### src/sv/epoch_seconds_to_rtc_calendar_macros.svh
// Assertion helpers for the calendar converter.
`ifndef EPOCH_SECONDS_TO_RTC_CALENDAR_MACROS_SVH
`define EPOCH_SECONDS_TO_RTC_CALENDAR_MACROS_SVH

`ifndef SYNTHESIS
// Checked on every rising clock edge outside reset.
`define ECAL_ASSERT(label, prop) \
   label: assert property (@(posedge clock) disable iff (reset) prop) \
      else $error("ecal assertion failed");
// Checked on every rising clock edge, reset included.
`define ECAL_ASSERT_RESET(label, prop) \
   label: assert property (@(posedge clock) prop) \
      else $error("ecal reset assertion failed");
`else
`define ECAL_ASSERT(label, prop)
`define ECAL_ASSERT_RESET(label, prop)
`endif

`endif

### src/sv/ecal_pkg.sv
package ecal_pkg;

   // pipeline layout
   localparam int STAGES    = 12;
   localparam int STG_SUM   = 0;   // shifted seconds
   localparam int STG_MUL   = 1;   // reciprocal product for the day split
   localparam int STG_REM   = 2;   // raw quotient and remainder
   localparam int STG_DAYS  = 3;   // corrected day count and second of day
   localparam int STG_CONV  = 4;   // first stage of the date and time paths
   localparam int STG_OUT   = STAGES - 1;

   // field widths
   localparam int EPOCH_W   = 34;
   localparam int TZ_W      = 5;
   localparam int SHIFT_W   = 35;
   localparam int DAYS_W    = 18;
   localparam int SOD_W     = 17;
   localparam int LO_BITS   = 7;   // 86400 = 2^7 * 675

   // time constants
   localparam int SECS_PER_HOUR = 3600;
   localparam int DAY_BIAS      = 86400;  // keeps the shifted time positive
   localparam int DAY_ODD       = 675;
   localparam int NOON_HOUR     = 12;
   localparam int WEEK_SHIFT    = 3;      // biased day 0 is a Wednesday

   // calendar constants
   localparam int CIVIL_SHIFT   = 719467; // biased day to days since 0000-03-01
   localparam int ERA_DAYS      = 146097;
   localparam int ERA_MAX       = 6;
   localparam int CENT_DAYS     = 36524;
   localparam int BASE_YEAR     = 2000;
   localparam int CENTURY_YEARS = 100;
   localparam int ERA_YEARS     = 400;

   // reciprocals: floor(x / d) = (x * R) >> S over the value ranges used here
   localparam int RECIP_DAY_SHIFT = 38;
   localparam longint unsigned RECIP_DAY = (64'd1 << RECIP_DAY_SHIFT) / 64'd675;
   localparam int RECIP_60  = ((1 << 23) + 59) / 60;     // shift 23
   localparam int RECIP_7   = ((1 << 21) + 6) / 7;       // shift 21
   localparam int RECIP_365 = ((1 << 24) + 364) / 365;   // shift 24
   localparam int RECIP_100 = ((1 << 12) + 99) / 100;    // shift 12
   localparam int RECIP_153 = ((1 << 18) + 152) / 153;   // shift 18

   typedef struct packed {
      logic [DAYS_W-1:0] days_b;  // day count plus one
      logic [SOD_W-1:0]  sod;
   } split_type;

   typedef struct packed {
      logic [5:0] second;
      logic [5:0] minute;
      logic [4:0] hour;
      logic       is_pm;
      logic [2:0] weekday;
   } tod_type;

   typedef struct packed {
      logic [4:0] day_of_month;
      logic [3:0] month_number;
      logic [6:0] year_of_century;
      logic       range_error;
   } date_type;

   // first day of each month, counted from March 1
   function automatic logic [8:0] month_start(input logic [3:0] mp);
      logic [8:0] r;
      unique case (mp)
         4'd0:    r = 9'd0;
         4'd1:    r = 9'd31;
         4'd2:    r = 9'd61;
         4'd3:    r = 9'd92;
         4'd4:    r = 9'd122;
         4'd5:    r = 9'd153;
         4'd6:    r = 9'd184;
         4'd7:    r = 9'd214;
         4'd8:    r = 9'd245;
         4'd9:    r = 9'd275;
         4'd10:   r = 9'd306;
         4'd11:   r = 9'd337;
         default: r = 9'd0;
      endcase
      return r;
   endfunction

endpackage

### src/sv/ecal_split.sv
module ecal_split import ecal_pkg::*; (
   input  logic                   clock,
   input  logic [STAGES-1:0]      load,
   input  logic signed [TZ_W-1:0] tz_offset,
   input  logic [EPOCH_W-1:0]     epoch_seconds,
   output split_type              split_out
);

   logic signed [18:0]   bias;
   logic [SHIFT_W-1:0]   shifted_in, shifted_ff;
   logic [27:0]          coarse_ff;
   logic [56:0]          prod_in, prod_ff;
   logic [LO_BITS-1:0]   lo_mul_ff, lo_rem_ff;
   logic [18:0]          quot_in, quot_ff;
   logic [27:0]          rem_wide;
   logic [10:0]          rem_in, rem_ff;
   logic [DAYS_W-1:0]    days_in;
   logic [9:0]           rem_fix;
   split_type            split_in, split_ff;

   // offset plus one day: always positive for any legal word
   always_comb begin
      bias       = 19'(DAY_BIAS) + 19'(tz_offset) * 19'(SECS_PER_HOUR);
      shifted_in = SHIFT_W'(epoch_seconds) + SHIFT_W'(bias[17:0]);
   end

   assign prod_in = 57'(shifted_ff[SHIFT_W-1:LO_BITS]) * 57'(RECIP_DAY);

   // quotient may be one short; remainder then lands in [675, 1350)
   always_comb begin
      quot_in  = prod_ff[56:RECIP_DAY_SHIFT];
      rem_wide = coarse_ff - 28'(quot_in) * 28'(DAY_ODD);
      rem_in   = rem_wide[10:0];
   end

   always_comb begin
      if (rem_ff >= 11'(DAY_ODD)) begin
         days_in = DAYS_W'(quot_ff + 19'd1);
         rem_fix = 10'(rem_ff - 11'(DAY_ODD));
      end else begin
         days_in = quot_ff[DAYS_W-1:0];
         rem_fix = rem_ff[9:0];
      end
      split_in.days_b = days_in;
      split_in.sod    = {rem_fix, lo_rem_ff};
   end

   always_ff @(posedge clock) begin
      if (load[STG_SUM]) begin
         shifted_ff <= shifted_in;
      end
      if (load[STG_MUL]) begin
         prod_ff   <= prod_in;
         coarse_ff <= shifted_ff[SHIFT_W-1:LO_BITS];
         lo_mul_ff <= shifted_ff[LO_BITS-1:0];
      end
      if (load[STG_REM]) begin
         quot_ff   <= quot_in;
         rem_ff    <= rem_in;
         lo_rem_ff <= lo_mul_ff;
      end
      if (load[STG_DAYS]) begin
         split_ff <= split_in;
      end
   end

   assign split_out = split_ff;

endmodule

### src/sv/ecal_tod.sv
module ecal_tod import ecal_pkg::*; (
   input  logic              clock,
   input  logic [STAGES-1:0] load,
   input  split_type         split_in,
   output tod_type           tod_out
);

   logic [34:0]       mt_prod;
   logic [10:0]       mt_in, mt_ff, mt5_ff;
   logic [SOD_W-1:0]  sod_ff;
   logic [DAYS_W-1:0] wk_base_in, wk_base_ff;
   logic [36:0]       wk_prod;
   logic [15:0]       wq_in, wq_ff;
   logic [5:0]        sec_in, sec5_ff;
   logic [28:0]       hr_prod;
   logic [4:0]        hour_in, hour5_ff;
   logic [2:0]        wd_in, wd5_ff;
   tod_type           tod_in;
   tod_type           pipe_ff [STG_CONV+2:STG_OUT];

   // minutes of day and week quotient
   always_comb begin
      mt_prod    = 35'(split_in.sod) * 35'(RECIP_60);
      mt_in      = mt_prod[33:23];
      wk_base_in = split_in.days_b + DAYS_W'(WEEK_SHIFT);
      wk_prod    = 37'(wk_base_in) * 37'(RECIP_7);
      wq_in      = wk_prod[36:21];
   end

   always_comb begin
      sec_in  = 6'(sod_ff - 17'(mt_ff) * 17'(60));
      hr_prod = 29'(mt_ff) * 29'(RECIP_60);
      hour_in = hr_prod[27:23];
      wd_in   = 3'(wk_base_ff - DAYS_W'(wq_ff) * DAYS_W'(7));
   end

   always_comb begin
      tod_in.second  = sec5_ff;
      tod_in.minute  = 6'(mt5_ff - 11'(hour5_ff) * 11'(60));
      tod_in.hour    = hour5_ff;
      tod_in.is_pm   = (hour5_ff >= 5'(NOON_HOUR));
      tod_in.weekday = wd5_ff;
   end

   always_ff @(posedge clock) begin
      if (load[STG_CONV]) begin
         mt_ff      <= mt_in;
         sod_ff     <= split_in.sod;
         wk_base_ff <= wk_base_in;
         wq_ff      <= wq_in;
      end
      if (load[STG_CONV+1]) begin
         sec5_ff  <= sec_in;
         hour5_ff <= hour_in;
         mt5_ff   <= mt_ff;
         wd5_ff   <= wd_in;
      end
      if (load[STG_CONV+2]) begin
         pipe_ff[STG_CONV+2] <= tod_in;
      end
      // wait for the date path
      for (int i = STG_CONV + 3; i <= STG_OUT; i++) begin
         if (load[i]) begin
            pipe_ff[i] <= pipe_ff[i-1];
         end
      end
   end

   assign tod_out = pipe_ff[STG_OUT];

endmodule

### src/sv/ecal_civil.sv
module ecal_civil import ecal_pkg::*; (
   input  logic              clock,
   input  logic [STAGES-1:0] load,
   input  logic [DAYS_W-1:0] days_b,
   output date_type          date_out
);

   logic [19:0] z;
   logic [19:0] era_base;
   logic [2:0]  era_in;
   logic [17:0] doe_in;
   logic [2:0]  era4_ff, era5_ff, era6_ff, era7_ff, era8_ff, era9_ff, era10_ff;
   logic [17:0] doe4_ff, doe5_ff, doe6_ff, doe7_ff, doe8_ff;
   logic [31:0] frac_prod;
   logic [7:0]  quad_in, quad_ff;
   logic [2:0]  cent_in, cent_ff;
   logic        last_in, last_ff;
   logic [17:0] num_in, num_ff;
   logic [33:0] yoe_prod;
   logic [8:0]  yoe_in, yoe7_ff, yoe8_ff, yoe9_ff, yoe10_ff;
   logic [13:0] yc_prod;
   logic [1:0]  yc_in, yc_ff;
   logic [8:0]  doy_in, doy9_ff, doy10_ff;
   logic [10:0] mp_arg;
   logic [21:0] mp_prod;
   logic [3:0]  mp_in, mp_ff;
   logic [3:0]  month;
   logic [11:0] year;
   logic        bad;
   date_type    date_in, date_ff;

   // era of 400 years: at most six boundaries to test
   always_comb begin
      z        = 20'(days_b) + 20'(CIVIL_SHIFT);
      era_in   = '0;
      era_base = '0;
      for (int e = 1; e <= ERA_MAX; e++) begin
         if (z >= 20'(e * ERA_DAYS)) begin
            era_in   = 3'(e);
            era_base = 20'(e * ERA_DAYS);
         end
      end
      doe_in = 18'(z - era_base);
   end

   // leap corrections: doe/1460, doe/36524, doe/146096
   always_comb begin
      frac_prod = 32'(doe4_ff[17:2]) * 32'(RECIP_365);
      quad_in   = frac_prod[31:24];
      cent_in   = '0;
      for (int k = 1; k <= 4; k++) begin
         if (doe4_ff >= 18'(k * CENT_DAYS)) begin
            cent_in = 3'(k);
         end
      end
      last_in = (doe4_ff == 18'(ERA_DAYS - 1));
   end

   assign num_in = doe5_ff - 18'(quad_ff) + 18'(cent_ff) - 18'(last_ff);

   always_comb begin
      yoe_prod = 34'(num_ff) * 34'(RECIP_365);
      yoe_in   = yoe_prod[32:24];
   end

   always_comb begin
      yc_prod = 14'(yoe7_ff) * 14'(RECIP_100);
      yc_in   = yc_prod[13:12];
   end

   assign doy_in = 9'(doe8_ff - (18'(yoe8_ff) * 18'(365) + 18'(yoe8_ff[8:2]) - 18'(yc_ff)));

   always_comb begin
      mp_arg  = 11'(doy9_ff) * 11'(5) + 11'd2;
      mp_prod = 22'(mp_arg) * 22'(RECIP_153);
      mp_in   = mp_prod[21:18];
   end

   // March-based month back to January-based, year bumps for Jan and Feb
   always_comb begin
      month = (mp_ff < 4'd10) ? mp_ff + 4'd3 : mp_ff - 4'd9;
      year  = 12'(era10_ff) * 12'(ERA_YEARS) + 12'(yoe10_ff) + 12'(month <= 4'd2);
      bad   = (year < 12'(BASE_YEAR)) || (year >= 12'(BASE_YEAR + CENTURY_YEARS));
      date_in.day_of_month    = 5'(doy10_ff - month_start(mp_ff) + 9'd1);
      date_in.month_number    = month;
      date_in.year_of_century = bad ? 7'd0 : 7'(year - 12'(BASE_YEAR));
      date_in.range_error     = bad;
   end

   always_ff @(posedge clock) begin
      if (load[STG_CONV]) begin
         era4_ff <= era_in;
         doe4_ff <= doe_in;
      end
      if (load[STG_CONV+1]) begin
         era5_ff <= era4_ff;
         doe5_ff <= doe4_ff;
         quad_ff <= quad_in;
         cent_ff <= cent_in;
         last_ff <= last_in;
      end
      if (load[STG_CONV+2]) begin
         era6_ff <= era5_ff;
         doe6_ff <= doe5_ff;
         num_ff  <= num_in;
      end
      if (load[STG_CONV+3]) begin
         era7_ff <= era6_ff;
         doe7_ff <= doe6_ff;
         yoe7_ff <= yoe_in;
      end
      if (load[STG_CONV+4]) begin
         era8_ff <= era7_ff;
         doe8_ff <= doe7_ff;
         yoe8_ff <= yoe7_ff;
         yc_ff   <= yc_in;
      end
      if (load[STG_CONV+5]) begin
         era9_ff <= era8_ff;
         yoe9_ff <= yoe8_ff;
         doy9_ff <= doy_in;
      end
      if (load[STG_CONV+6]) begin
         era10_ff <= era9_ff;
         yoe10_ff <= yoe9_ff;
         doy10_ff <= doy9_ff;
         mp_ff    <= mp_in;
      end
      if (load[STG_OUT]) begin
         date_ff <= date_in;
      end
   end

   assign date_out = date_ff;

endmodule

### src/sv/epoch_seconds_to_rtc_calendar.sv
// Throughput: one word per cycle while rsp is not stalled; every stage is a register,
// and a full stage moves on only when the stage after it takes its word.
// A stall on rsp backs up only through full stages; bubbles are squeezed out.
// Reset (synchronous) empties the pipeline and sets the time-zone offset to 0.
// The csr port is always ready; write it only while the pipeline is empty.
`include "epoch_seconds_to_rtc_calendar_macros.svh"

module epoch_seconds_to_rtc_calendar import ecal_pkg::*; (
   input  logic                   clock,
   input  logic                   reset,

   input  logic                   req_valid,
   output logic                   req_stall,
   input  logic [EPOCH_W-1:0]     req_epoch_seconds,

   output logic                   rsp_valid,
   input  logic                   rsp_stall,
   output logic [5:0]             rsp_second,
   output logic [5:0]             rsp_minute,
   output logic [4:0]             rsp_hour,
   output logic                   rsp_is_pm,
   output logic [2:0]             rsp_weekday,
   output logic [4:0]             rsp_day_of_month,
   output logic [3:0]             rsp_month_number,
   output logic [6:0]             rsp_year_of_century,
   output logic                   rsp_range_error,

   input  logic                   csr_valid,
   output logic                   csr_ready,
   input  logic signed [TZ_W-1:0] csr_tz_offset_hours
);

   logic signed [TZ_W-1:0] tz_offset_ff;
   logic [STAGES-1:0]      valid_in, valid_ff;
   logic [STAGES-1:0]      ready;
   split_type              split_word;
   tod_type                tod_word;
   date_type               date_word;

   // Stage map:
   //   0      shifted = epoch + 3600*tz + 86400 (bias keeps it positive)
   //   1..3   divide by 86400 = 2^7 * 675: reciprocal multiply, then one
   //          compare-and-subtract fixes a quotient that came out one short
   //   4..6   second of day -> h/m/s, day count -> weekday (time path)
   //   4..11  day count -> era, day of era, year of era, day of year,
   //          month, day and year check (date path)
   // The time path waits in a short delay line so both paths meet at stage 11,
   // which is the output register.

   assign csr_ready = 1'b1;

   always_ff @(posedge clock) begin
      if (reset) begin
         tz_offset_ff <= '0;
      end else if (csr_valid && csr_ready) begin
         tz_offset_ff <= csr_tz_offset_hours;
      end
   end

   // Each stage takes a new word (or a bubble) when it is empty or when the
   // stage after it is taking its word this cycle.
   always_comb begin
      ready[STG_OUT] = !valid_ff[STG_OUT] || !rsp_stall;
      for (int i = STG_OUT - 1; i >= 0; i--) begin
         ready[i] = !valid_ff[i] || ready[i+1];
      end
      if (ready[0]) begin
         valid_in[0] = req_valid;
      end else begin
         valid_in[0] = valid_ff[0];
      end
      for (int i = 1; i < STAGES; i++) begin
         if (ready[i]) begin
            valid_in[i] = valid_ff[i-1];
         end else begin
            valid_in[i] = valid_ff[i];
         end
      end
   end

   always_ff @(posedge clock) begin
      if (reset) begin
         valid_ff <= '0;
      end else begin
         valid_ff <= valid_in;
      end
   end

   assign req_stall = !ready[0];

   ecal_split u_split (
      .clock         (clock),
      .load          (ready),
      .tz_offset     (tz_offset_ff),
      .epoch_seconds (req_epoch_seconds),
      .split_out     (split_word)
   );

   ecal_tod u_tod (
      .clock    (clock),
      .load     (ready),
      .split_in (split_word),
      .tod_out  (tod_word)
   );

   ecal_civil u_civil (
      .clock    (clock),
      .load     (ready),
      .days_b   (split_word.days_b),
      .date_out (date_word)
   );

   assign rsp_valid           = valid_ff[STG_OUT];
   assign rsp_second          = tod_word.second;
   assign rsp_minute          = tod_word.minute;
   assign rsp_hour            = tod_word.hour;
   assign rsp_is_pm           = tod_word.is_pm;
   assign rsp_weekday         = tod_word.weekday;
   assign rsp_day_of_month    = date_word.day_of_month;
   assign rsp_month_number    = date_word.month_number;
   assign rsp_year_of_century = date_word.year_of_century;
   assign rsp_range_error     = date_word.range_error;

   // calendar fields all inside their legal ranges
   function automatic logic fields_legal(tod_type t, date_type d);
      return (t.second < 6'd60) && (t.minute < 6'd60) && (t.hour < 5'd24) &&
             (t.weekday < 3'd7) && (d.day_of_month != 5'd0) &&
             (d.month_number != 4'd0) && (d.month_number < 4'd13) &&
             (d.year_of_century < 7'd100);
   endfunction

   // req is held back only when no stage has room
   `ECAL_ASSERT(a_stall_only_when_full, req_stall |-> (&valid_ff))

   // every delivered word carries calendar fields in their legal ranges
   `ECAL_ASSERT(a_fields_in_range, rsp_valid |-> fields_legal(tod_word, date_word))

   // reset leaves nothing to deliver and room to accept
   `ECAL_ASSERT_RESET(a_empty_after_reset, reset |=> (!rsp_valid && !req_stall))

endmodule
### config.mk
export PLATFORM = sky130hd
export DESIGN_NAME = epoch_seconds_to_rtc_calendar
export DESIGN_NICKNAME = d
export VERILOG_FILES = /design/src/sv/ecal_pkg.sv /design/src/sv/ecal_split.sv /design/src/sv/ecal_tod.sv /design/src/sv/ecal_civil.sv /design/src/sv/epoch_seconds_to_rtc_calendar.sv
export VERILOG_INCLUDE_DIRS = /design/src /design/src/sv
export SDC_FILE = /design/constraint.sdc
export NUM_CORES = 2
export LEC_CHECK = 0
export ABC_AREA = 0
export BUFFER_PORTS_ARGS = -buffer_cell sky130_fd_sc_hd__buf_4
export CORE_MARGIN = 4
export CORE_UTILIZATION = 45
export DETAILED_ROUTE_END_ITERATION = 10
export MAX_ROUTING_LAYER = met4
export SLEW_MARGIN = 15
export SYNTH_ARGS = -nofsm -noshare
export SYNTH_HDL_FRONTEND = slang
export SYNTH_SLANG_ARGS = --single-unit
### constraint.sdc
create_clock -name clock -period 7.97 [get_ports clock]
set_input_delay 0.3985 -clock clock [delete_from_list [all_inputs] [get_ports clock]]
set_output_delay 0.3985 -clock clock [all_outputs]
set_load 0.01 [all_outputs]
==> Word level (Yosys, flattened, before mapping) <==
Memories as Yosys holds them, arrays and structs flattened. A register that Yosys moved wholly into a read port is not among the register bits.
Index checks and enable logic that the tools add are counted.
Widths: inputs -> output; s select.
{ "totals": {"regBits": 436, "ram_bits": 126, "mem_bits_ro": 144, "input_bits": 44, "output_inout_bits": 41, "elab_cells": 177, "mem_count": 2} }
{ "op_classes": {"add_sub_neg": 25, "mul": 16, "magnitude_cmp": 16, "eq_ne": 1, "n_mux": 30, "n_reduce_logical": 28} }
{ "memory_table": {"columns": ["name", "words", "width", "rd", "rd_ports_with_merged_regs", "wr", "line_no", "source"], "rows": [
  ["(name not given)", 16, 9, 1, 1, 0, "ecal_pkg.sv:68", "unique case (mp)"],
  ["u_tod.pipe_ff", 6, 21, 6, 0, 6, "ecal_tod.sv:19", "tod_type pipe_ff [STG_CONV+2:STG_OUT];"]
]} }
{ "op_table": {"columns": ["cell", "n"], "rows": [
  ["$mux 18", 7],
  ["$ge 20x20->1 const B", 3],
  ["$mul 28x24->52 const B", 1],
  ["$ge 20x19->1 const B", 2],
  ["$ge 18x17->1 const B", 2],
  ["$mul 18x18->36 const B", 1],
  ["$add 34x18->35", 1],
  ["$mul 17x18->34 const B", 1],
  ["$mul 18x16->33 const B", 1],
  ["$mul 16x16->32 const B", 1],
  ["$mul 11x18->28 const B", 1],
  ["$mul 11x10->21 const B", 1],
  ["$add 18x20->20 const B", 1],
  ["$ge 20x18->1 const B", 1],
  ["$mul 19x10->11 const B", 1],
  ["$add 18x1->18 const B", 1],
  ["$add 18x18->18 const A", 1],
  ["$add 18x2->18 const B", 1],
  ["$add 18x3->18", 1],
  ["$eq 18x18->1 const B", 1],
  ["$ge 18x16->1 const B", 1],
  ["$ge 18x18->1 const B", 1],
  ["$sub 18x1->18", 1],
  ["$sub 18x18->18", 1],
  ["37 further kinds", 82]
]} }

==> Logic depth before layout (Yosys ltp) <==
{ "logic_depth": {"depth_word": 14, "ltp_mapped": 32, "ltp_nobuf": 32} }

==> Modules after synthesis <==
Synthesis repeated with hierarchy kept, for this count alone.
{ "unflattened": {"hier_cells": 4762, "hier_area_um2": 54785.0} }
{ "modules_own_cells": {"columns": ["module", "n_inst", "cells_per_inst", "area_per_inst_um2", "seq_area_each_um2"], "rows": [
  ["ecal_civil", 1, 2066, 23347.4, 5715.5],
  ["ecal_split", 1, 1565, 17503.0, 4264.1],
  ["ecal_tod", 1, 1056, 13256.5, 5074.9],
  ["epoch_seconds_to_rtc_calendar", 1, 75, 678.2, 340.3]
]} }

==> Least setup slack after synthesis <==
OpenSTA, ideal clock, no wires.
{ "synth_path": {"kind": "register to register", "start": "register u_civil.doy9_ff[1]", "end": "register with a tool-made name", "setup_ns": 0.117, "t_arrival_ns": 6.887, "required_time_ns": 7.853, "path_slack_ns": 0.966, "path_stages_with_launch": 29, "n_path_buf": 0, "synth_period_minus_slack_ns": 7.004, "cell_sequence": "edfxtp_1 > ha_1 > ha_1 > o211a_1 > o21a_1 > o21a_1 > o21a_1 > o21ai_0 > nand2b_1 > a21o_1 > a21oi_1 > xnor2_1 > ha_1 > fa_1 > fa_1 > fa_1 > ha_1 > ha_1 > and4_1 > a2111o_1 > o22ai_1 > a31oi_1 > nor2_1 > xnor2_1 > mux2i_1 > ha_1 > inv_1 > mux2i_1 > a22o_1"} }
{ "synth_lines": {"columns": ["item", "line_no", "source"], "rows": [
  ["from (decl)", "ecal_civil.sv:23", "logic [8:0] doy_in, doy9_ff, doy10_ff;"],
  ["from (signal assigned)", "ecal_civil.sv:121", "doy9_ff <= doy_in;"]
]} }

==> results.py <==
metrics = {
    "status": {
        "outcome": "finished, final reports clean",
    },
    "clocking": {
        "hold_buffers": 17,
        "clkLatencyLatePin_ns": 0.67,
        "cts_buffers": 59,
        "cts_sinks": 520,
        "root_buffer": "clkbuf_16",
        "htreeDepth": 2,
        "postCtsSetupBuffers": 0,
        "tritoncts": "built",
        "cts_max_path_buffers": 3,
        "worst_setup_hold_path_clk_slew_ns": 0.06,
        "cts_resized": 0,
    },
    "floorplan": {
        "io_pins": 85,
        "dieArea_mm2": 0.126,
        "dieWidth_um": 355,
        "rows": 126,
        "coreArea_mm2": 0.119,
        "start_util_pct": 45.5,
        "fp.dieH_um": 355,
    },
    "worst_setup_path": {
        "critPathMaxFanout": 7,
        "crit_arrival_ns": 7.96,
        "worstPathRequired_ns": 8.51,
        "cp-start-kind": "flop",
        "crit_path_max_incr_delay_ns": 0.52,
        "crit_top_cell": "ha_1",
        "r2r-start": "u_civil.doy9_ff[1]",
        "cpMaxStageDelayCell": "fa_1",
        "end_kind": "flop",
        "worstSetupPathType": "flop to flop",
        "critPathLaunch": "u_civil.doy9_ff[1]",
    },
    "global_route": {
        "antenna_found_initial": 0,
        "grt_max_degree": 54,
        "grt.total_usage_pct": 17.3,
        "grt_pass1_wl_mm": 172,
        "grt_pass1_vias": 33286,
        "overflow": 0,
    },
    "synth": {
        "yosys-top-cells-area": "ha_1, edfxtp_1, fa_1, inv_1, xnor2_1",
        "synth_fa_ha_area_share_pct": 48.5,
        "avgSynthCellArea_um2": 11.6,
        "syn_inst": 4651,
        "ys.flop_type": "edfxtp_1",
        "synthTopCellsByCount": "ha_1, inv_1, fa_1",
        "synth-simple-area-share_pct": 4.72,
        "yosys.area.top_type": "ha_1",
        "synth_warnings": 0,
        "synth_area_mm2": 0.0541,
        "async_reset_ff_share_pct": 0,
        "yosysMostFrequentCell": "ha_1",
        "yosys.area.top_type_share_pct": 27.9,
        "ys_seq_area_share_pct": 28.5,
        "synth_top_family_by_area": "adder cells",
        "yosysUniqueCellTypes": 85,
        "ys_seq_elements": 520,
        "synth_edf_count": 498,
        "synth_compound_area_share_pct": 5.54,
        "synthXorXnorAreaFrac_pct": 4.50,
        "synth_mux_area_share_pct": 0.292,
    },
    "timing": {
        "finClkSkew_ns": 0.0630,
        "timing.final.crit_share_pct": 93.0,
        "fmax_mhz": 135,
        "setup_viol": 0,
        "final_hold_viol_count": 0,
        "period_needed_ns": 7.42,
        "timing.slew.headroom_pct": 28.3,
        "rsz0062_at_grt": "false",
        "slew_violations": 0,
        "worst_slew_pin_slew_ns": 1.07,
        "finalSetupTns_ns": 0,
    },
    "drt": {
        "routed_wl_mm": 103,
        "dr.pass1.iters": 5,
        "highest_layer": "met4",
        "drt_iter0_drc": 1036,
        "drc_errors": 0,
        "ant_nets": 0,
        "dr_wl_met3_mm": 2.65,
        "wl_met1_mm": 48.0,
        "viasPerCell": 4.91,
        "wl_met2_mm": 49.2,
        "avgRoutedWirePerCell_um": 15.9,
        "num_vias": 31583,
    },
    "place": {
        "hpwl_mm": 84.0,
        "io_buffers": 83,
        "gp_congestion": 0.847,
        "place_area_mm2": 0.0566,
    },
    "finish": {
        "drive_gt1_share_pct": 4.90,
        "syn_to_final_growth_pct": 8.68,
        "nets": 6590,
        "fin_area_mm2": 0.0587,
        "fillers": 10754,
    },
    "worst_hold_path": {
        "hold_class": "input port to flop",
        "worstHoldStart": "req_epoch_seconds[29]",
    },
    "flow_run": {
        "cap_violations": 0,
    },
}
[routing by layer]
| layer | up-vias | track usage (%) |
|---|---|---|
| met5 | - | - |
| met2 | 319 | 29.1 |
| met3 | 131 | 1.77 |
| met4 | 0 | 4.44 |
| met1 | 15383 | 22.6 |
| li1 | 15750 | - |
[cell families after synthesis]
group | after synthesis
xor+xnor | 278
fa+ha+maj | 1762
compound gates | 446
other cells | 2
buf+inv | 1117
flops | 520
simple gates | 511
mux | 15
[worst paths after layout]
path / to / cells after the start / slack (ns)
max: flop / 28 / 0.55
min: u_split.shifted_ff[29] / 2 / 0.05
max reg2reg: flop / 28 / 0.55
min reg2reg: u_civil.doe8_ff[4] / 0 / 0.37
[registers in the layout, summed over array words and instances, names as in the netlist, 11 cells and up, named ones only]
name / flops
u_civil.date_out: 17
u_civil.doe4_ff: 18
u_civil.doe5_ff: 18
u_civil.num_ff: 18
u_split.coarse_ff: 11
u_split.prod_ff: 18
u_split.quot_ff: 18
u_split.rem_ff: 11
u_split.shifted_ff: 35
u_split.split_out: 35
u_tod.mt_ff: 11
u_tod.pipe_ff: 126
valid_ff: 12
[layout by cell type (no fill, tap or decap), types with 9 or more instances in the layout]
cell type      netlist  layout
o21ai_1             10      10
and2_1              10      10
nor2b_1             20      20
nor4_1              10      10
clkbuf_16            0      59
or3_1               11      11
o211ai_1            13      13
o21bai_1            14      14
a211oi_1            19      19
nor2_1             143     143
fa_1               556     556
clkinvlp_4           0      11
nand3_1             54      51
o21ai_0             55      55
xor2_1              87      87
a21o_1              49      49
nor3_1              51      51
o31ai_1             12      12
buf_4               21     102
and3_1              30      30
inv_1             1066    1064
edfxtp_1           498     498
clkinv_1             1      13
ha_1              1206    1206
nand2b_1            17      17
nand2_1             93      90
mux2i_1              9       9
nand4_1             30      30
or2_2                9       9
a21boi_0            10      10
o21a_1              37      37
a31oi_1             19      19
a21oi_1            135     135
dlygate4sd3_1        0      17
xnor2_1            191     191
dfxtp_1             22      22
[stage by stage]
step           utilization, %  worst slack (ns)  instances  hold slack [ns]
6_report                 49.5             0.554       6436           0.0535
5_1_grt                  49.5            0.0294       6435           0.0266
4_1_cts                  49.5             0.535       6435          0.00198
3_5_place_dp             47.7             0.558       6306            0.405
3_3_place_gp             47.7             0.598       6306            0.401
2_1_floorplan               -             0.966       4653            0.400
[final cells by class]
| class | count | area, um2 | area share, % |
|---|---|---|---|
| Antenna cell | 1 | 2.50 | 0.00426 |
| Clock inverter | 45 | 499 | 0.850 |
| Timing Repair Buffer | 119 | 936 | 1.59 |
| Tap cell | 1600 | 2000 | 3.41 |
| Clock buffer | 67 | 1510 | 2.56 |
| Inverter | 1068 | 4010 | 6.82 |
| Sequential cell | 520 | 15400 | 26.2 |
| Multi-Input combinational cell | 3016 | 34400 | 58.6 |
[critical path, delay by kind of cell (launching register included)]
family / cells / cell delay (ns)
fa+ha+maj: 9 / 3.46
flops: 1 / 0.50
xor+xnor: 2 / 0.40
mux: 2 / 0.21
compound gates: 11 / 2.23
buf+inv: 1 / 0.06
simple gates: 3 / 0.45
Power is not shown: default switching activity piles up to over one toggle a cycle in this logic, so the estimate is an artifact.
